### config.mk
export PLATFORM = sky130hd
export DESIGN_NAME = flcm_lane
export DESIGN_NICKNAME = d
export VERILOG_FILES = /design/src/rtl/flcm_pkg.sv /design/src/rtl/flcm_lane.sv
export SDC_FILE = /design/constraint.sdc
export NUM_CORES = 2
export LEC_CHECK = 0
export BUFFER_PORTS_ARGS = -buffer_cell sky130_fd_sc_hd__buf_2
export CAP_MARGIN = 20
export CORE_ASPECT_RATIO = 1.2
export CORE_MARGIN = 2
export CORE_UTILIZATION = 50
export CTS_BUF_LIST = sky130_fd_sc_hd__clkbuf_4 sky130_fd_sc_hd__clkbuf_8 sky130_fd_sc_hd__clkbuf_16
export DETAILED_ROUTE_END_ITERATION = 6
export MAX_ROUTING_LAYER = met4
export PLACE_DENSITY = 0.66
export SLEW_MARGIN = 20
export SYNTH_ARGS = -nofsm -noshare
export SYNTH_HDL_FRONTEND = slang
export SYNTH_SLANG_ARGS = --single-unit
### constraint.sdc
create_clock -name clock -period 27.6 [get_ports clock]
set_input_delay 1.38 -clock clock [delete_from_list [all_inputs] [get_ports clock]]
set_output_delay 1.38 -clock clock [all_outputs]
set_load 0.02 [all_outputs]
### src/rtl/flcm_pkg.sv
`timescale 1ns / 1ps
`default_nettype none
// ----------------------------------------------------------------------------
// flcm_pkg: shared types and constants
// Widths, register indexes, state encodings and the beats that pass between
// the pixel lanes, the merge stage and the top level.
// ----------------------------------------------------------------------------
package flcm_pkg;

   localparam int CHAN_W       = 16;
   localparam int COEF_W       = 16;
   localparam int FLOOR_W      = 24;
   localparam int CSR_W        = 24;
   localparam int CSR_IDX_W    = 2;
   localparam int LUMA_SUM_W   = 40;
   localparam int CHROMA_SUM_W = 41;
   localparam int TALLY_W      = 25;
   localparam int MAX_PIXELS   = 16777216;
   localparam int CHROMA_W     = 17;
   localparam int PROD_W       = 2 * CHAN_W;
   localparam int SQSUM_W      = PROD_W + 2;
   localparam int BIT_IDX_W    = 5;
   localparam int MEAN_W       = 50;
   localparam int DIVD_W       = 58;
   localparam int DIVS_W       = 50;
   localparam int DIV_CNT_W    = 6;
   localparam int MANT_W       = 31;
   localparam int MSB_W        = 6;
   localparam int FRAC_W       = 16;
   localparam int LOG_W        = MSB_W + FRAC_W;
   localparam int OUT_W        = 16;
   localparam int EXPO_LIMIT   = 16384;
   localparam int RATIO_ONE    = 256;

   typedef enum logic [CSR_IDX_W-1:0] {
      CSR_LUMA_RED,
      CSR_LUMA_GREEN,
      CSR_LUMA_BLUE,
      CSR_FLOOR
   } csr_index_type;

   typedef enum logic [2:0] {
      LN_IDLE,
      LN_LUMA,
      LN_SQUARE,
      LN_SUM,
      LN_ROOT,
      LN_DONE
   } lane_state_type;

   typedef enum logic [3:0] {
      MG_IDLE,
      MG_DIV_START,
      MG_DIV_WAIT,
      MG_CLAMP,
      MG_NORM,
      MG_SQUARE,
      MG_RATIO_CHECK,
      MG_RATIO_WAIT,
      MG_DONE
   } merge_state_type;

   typedef enum logic [1:0] {
      TP_IDLE,
      TP_LANE,
      TP_MERGE
   } top_state_type;

   typedef struct packed {
      logic                done;
      logic [CHAN_W-1:0]   luma;
      logic [CHROMA_W-1:0] chroma;
   } lane_out_type;

   typedef struct packed {
      logic             done;
      logic [OUT_W-1:0] exposure;
      logic [OUT_W-1:0] ratio;
   } merge_out_type;

endpackage
`default_nettype wire

### src/rtl/flcm_lane.sv
`timescale 1ns / 1ps
`default_nettype none
// ----------------------------------------------------------------------------
// flcm_lane: per-pixel luma and chroma
// Weighted luma, squared channel-minus-luma distances, and a bit-by-bit
// floor square root of their sum, one root bit per cycle.
// ----------------------------------------------------------------------------
module flcm_lane (
   input  wire                          clock,
   input  wire                          reset,
   input  wire                          start,
   input  wire [flcm_pkg::CHAN_W-1:0]   red,
   input  wire [flcm_pkg::CHAN_W-1:0]   green,
   input  wire [flcm_pkg::CHAN_W-1:0]   blue,
   input  wire [flcm_pkg::COEF_W-1:0]   coef_red,
   input  wire [flcm_pkg::COEF_W-1:0]   coef_green,
   input  wire [flcm_pkg::COEF_W-1:0]   coef_blue,
   output flcm_pkg::lane_out_type       res
);
   import flcm_pkg::*;

   lane_state_type          state_ff, state_in;
   logic [CHAN_W-1:0]       chan_ff [3];
   logic [PROD_W-1:0]       prod_ff [3];
   logic [PROD_W-1:0]       sq_ff   [3];
   logic [CHAN_W-1:0]       luma_ff;
   logic [SQSUM_W-1:0]      sumsq_ff;
   logic [CHROMA_W-1:0]     root_ff;
   logic [BIT_IDX_W-1:0]    bit_ff;

   logic [SQSUM_W-1:0]      prod_sum;
   logic [SQSUM_W-CHAN_W-1:0] luma_raw;
   logic [CHAN_W-1:0]       luma_sat;
   logic signed [CHAN_W:0]  diff [3];
   logic signed [2*CHAN_W+1:0] dsq [3];
   logic [SQSUM_W-1:0]      sq_total;
   logic [CHROMA_W-1:0]     cand;
   logic [2*CHROMA_W-1:0]   cand_sq;

   // luma: round the weighted sum, saturate to channel range
   always_comb begin
      prod_sum = SQSUM_W'(prod_ff[0]) + SQSUM_W'(prod_ff[1]) + SQSUM_W'(prod_ff[2])
               + SQSUM_W'(32768);
      luma_raw = prod_sum[SQSUM_W-1:CHAN_W];
      luma_sat = (luma_raw[SQSUM_W-CHAN_W-1:CHAN_W] != '0) ? '1 : luma_raw[CHAN_W-1:0];
   end

   // squared distances and their sum
   always_comb begin
      for (int i = 0; i < 3; i++) begin
         diff[i] = $signed({1'b0, chan_ff[i]}) - $signed({1'b0, luma_ff});
         dsq[i]  = diff[i] * diff[i];
      end
      sq_total = SQSUM_W'(sq_ff[0]) + SQSUM_W'(sq_ff[1]) + SQSUM_W'(sq_ff[2]);
   end

   // root trial: keep the bit if its square still fits
   always_comb begin
      cand    = root_ff | (CHROMA_W'(1) << bit_ff);
      cand_sq = cand * cand;
   end

   // next state
   always_comb begin
      state_in = state_ff;
      case (state_ff)
         LN_IDLE:   if (start) state_in = LN_LUMA;
         LN_LUMA:   state_in = LN_SQUARE;
         LN_SQUARE: state_in = LN_SUM;
         LN_SUM:    state_in = LN_ROOT;
         LN_ROOT:   if (bit_ff == '0) state_in = LN_DONE;
         LN_DONE:   state_in = LN_IDLE;
         default:   state_in = LN_IDLE;
      endcase
   end

   // outputs
   always_comb begin
      res.done   = (state_ff == LN_DONE);
      res.luma   = luma_ff;
      res.chroma = root_ff;
   end

   always_ff @(posedge clock) begin
      if (reset) begin
         state_ff <= LN_IDLE;
      end else begin
         state_ff <= state_in;
      end
   end

   // datapath registers, advanced by state
   always_ff @(posedge clock) begin
      case (state_ff)
         LN_IDLE: begin
            if (start) begin
               chan_ff[0] <= red;
               chan_ff[1] <= green;
               chan_ff[2] <= blue;
               prod_ff[0] <= red * coef_red;
               prod_ff[1] <= green * coef_green;
               prod_ff[2] <= blue * coef_blue;
            end
         end
         LN_LUMA: begin
            luma_ff <= luma_sat;
         end
         LN_SQUARE: begin
            for (int i = 0; i < 3; i++) begin
               sq_ff[i] <= dsq[i][PROD_W-1:0];
            end
         end
         LN_SUM: begin
            sumsq_ff <= sq_total;
            root_ff  <= '0;
            bit_ff   <= BIT_IDX_W'(CHROMA_W - 1);
         end
         LN_ROOT: begin
            if (cand_sq <= sumsq_ff) begin
               root_ff <= cand;
            end
            bit_ff <= bit_ff - 1'b1;
         end
         default: begin
         end
      endcase
   end

endmodule
`default_nettype wire

==> impl_metrics.csv <==
group,metric,value,unit
status,status,"complete, no violations",
die,die_x,362.3,um
timing,setup_tns,0,ns
placement,numPortBuffers,132,
global_route,grt_max_degree,74,
global_route,grt_usage,0.2628,
critical_path,r2r_end,"root_ff[11]",
logic_synthesis,yosys.area_share.simple,0.1176,
critical_path,reg2reg_from,"bit_ff[3]",
critical_path,cp_num_cells,38,
logic_synthesis,synthFlopType,"edfxtp_1",
timing,period_needed,10.31,ns
timing,setup_viol,0,
global_route,overflow,0,
logic_synthesis,yosysWarnings,0,
route,drt_first_pass_iters,7,
timing,finalMaxSlewViolations,0,
logic_synthesis,synth_area_per_cell,9.605,um^2
route,num_vias,53740,
cells_and_area,fin_area,81160,um^2
die,start_util,0.5040,
critical_path,reg2reg_depth,38,
logic_synthesis,synth_mux_area_frac,0.0006823,
global_route,antenna_found_initial,1,
logic_synthesis,synth_top_family_by_area,"adder cells",
placement,placed_area,79820,um^2
timing,fmax,0.09695,GHz
clocking,cts_made_buffers,39,
cells_and_area,area_growth_syn_to_layout,5.374,%
critical_path,critPathSlowestCell,"a21oi_1",
route,drtAntennaViolNets,0,
critical_path,cpLargestDelayFamily,"adder cells",
cells_and_area,final_cell_mix,"inv_1, fa_1, nand2_1",
worst_hold_path,worstHoldPathType,"reg2reg",
logic_synthesis,ys_seq_area_frac,0.1213,
placement,hpwlAfterDp,159.0,mm
timing,slew_headroom,0.2168,
die,die_y,433.9,um
critical_path,crit_path_max_fanout,17,
cells_and_area,final_common_cell,"inv_1",
logic_synthesis,synthDistinctLibCells,100,
timing,rsz0062_at_grt,"false",
clocking,cts.sinks,312,
clocking,cts.clk_slew.worst_paths,0.07,ns
die,ios,133,
placement,gp_congestion,0.9504,
critical_path,cp_slowest_stage_delay,0.82,ns
route,via_per_inst,5.335,
clocking,cts_buffer_depth,3,
cells_and_area,drive_above_1_share,0.03959,
critical_path,worstPathRequired,27.85,ns
timing,skew,0.02934,ns
timing,worst_pin_slew,1.172,ns
die,core_area,152800,um^2
logic_synthesis,synth_xor_area_frac,0.03546,
clocking,htreeDepth,2,
logic_synthesis,synth_cells,8019,
critical_path,crit_path_start_kind,"flip-flop",
clocking,clockRootBuffer,"clkbuf_16",
clocking,worstSkewPairLatency,0.59,ns
critical_path,worstSetupEndpointType,"flip-flop",
critical_path,critPathBufInv,8,
critical_path,path_class,"reg2reg",
logic_synthesis,synthArstFlopShare,0,
worst_hold_path,min_to,"state_ff[0]",
global_route,grt_pass1_wl,313.1,mm
die,die-area,157200,um^2
logic_synthesis,yosys_register_bits,312,
global_route,first_global_vias,59510,
timing,period_share,0.3737,
clocking,cts_setup_buffers,0,
die,fp-row-count,157,
critical_path,cp_data_arrival_time,10.57,ns
critical_path,r2r_slack,17.29,ns
worst_hold_path,worstHoldStart,"state_ff[0]",
route,drt-initial-drc-count,2791,
logic_synthesis,synth_compound_area_frac,0.06355,
cells_and_area,final_nets,10590,
logic_synthesis,synth_area,77020,um^2
logic_synthesis,synthAdderAreaFrac,0.5533,
timing,final-hold-violation-count,0,
logic_synthesis,synth_edf_count,309,
job,drv_cap,0,
route,post_drt_wl_per_cell,18.99,um
route,routed_wl,191.3,mm
clocking,holdBufCountCts,0,
clocking,cts_tree,"yes",
route,drc,0,
clocking,post_cts_resized,0,
worst_hold_path,whs_path_depth,1,
per-stage QoR:
stage	utilization	hold WS [ns]	worst slack, ns	cells
4_1_cts	0.5309	0.6341	17.40	10070
2_1_floorplan	-	0.6116	10.73	8021
3_5_place_dp	0.5223	0.6275	17.48	9997
6_report	0.5311	0.6299	17.29	10070
3_3_place_gp	0.5223	0.5934	17.65	9997
5_1_grt	0.5310	0.6525	16.67	10070
routing by layer:
| layer | global-route usage | up-vias | share of wire |
|---|---|---|---|
| li1 | - | 24420 | - |
| met1 | 0.2846 | 27430 | 0.36 |
| met2 | 0.4819 | 1438 | 0.54 |
| met3 | 0.02224 | 457 | 0.042 |
| met4 | 0.1321 | 0 | 0.061 |
| met5 | - | - | 0 |
layout make-up:
| class | count | area [um^2] |
|---|---|---|
| repair buffers | 183 | 1044 |
| flip-flops and latches | 312 | 9339 |
| multi-input cells | 5500 | 59390 |
| inverters | 2016 | 7567 |
| clock inverters | 30 | 329.1 |
| diodes | 4 | 10.01 |
| clock buffers | 41 | 991.0 |
| well taps | 1987 | 2486 |
| fillers | 13750 | 71670 |
synth_stat cells (53+ instances only):
| cell | number | share of area |
|---|---|---|
| a21o_1 | 97 | 0.0095 |
| a21oi_1 | 211 | 0.014 |
| and2_1 | 328 | 0.027 |
| clkbuf_1 | 172 | 0.0084 |
| edfxtp_1 | 309 | 0.12 |
| fa_1 | 1610 | 0.42 |
| ha_1 | 830 | 0.13 |
| inv_1 | 1998 | 0.097 |
| nand2_1 | 900 | 0.044 |
| nor2_1 | 481 | 0.023 |
| nor3_1 | 53 | 0.0034 |
| o21ai_0 | 126 | 0.0082 |
| xnor2_1 | 238 | 0.027 |
| xor2_1 | 67 | 0.0076 |
worst max-delay path by stage:
stage	start	slack (ns)	endpoint
after detailed placement	bit_ff[3]	17.48	root_ff[0]
after CTS	bit_ff[3]	17.40	root_ff[0]
after global placement	bit_ff[3]	17.65	root_ff[10]
after floorplan	start	10.73	chan_ff[0][0]
after global routing	bit_ff[3]	16.67	root_ff[5]
final	bit_ff[3]	17.29	root_ff[11]
logic make-up after synthesis:
| logic type | count (synthesis) |
|---|---|
| simple gates | 2008 |
| mux | 5 |
| buf+inv | 2209 |
| fa+ha+maj | 2440 |
| other cells | 1 |
| flops | 312 |
| compound gates | 736 |
| xor+xnor | 308 |
sequential cells by signal (all words and copies together) (netlist names):
name,flops
chan_ff,48
state_ff,3
bit_ff,5
sq_ff,93
sumsq_ff,34
root_ff,17
prod_ff,96
luma_ff,16
Power is not shown: default switching activity piles up to over one toggle a cycle in this logic, so the estimate is an artifact.
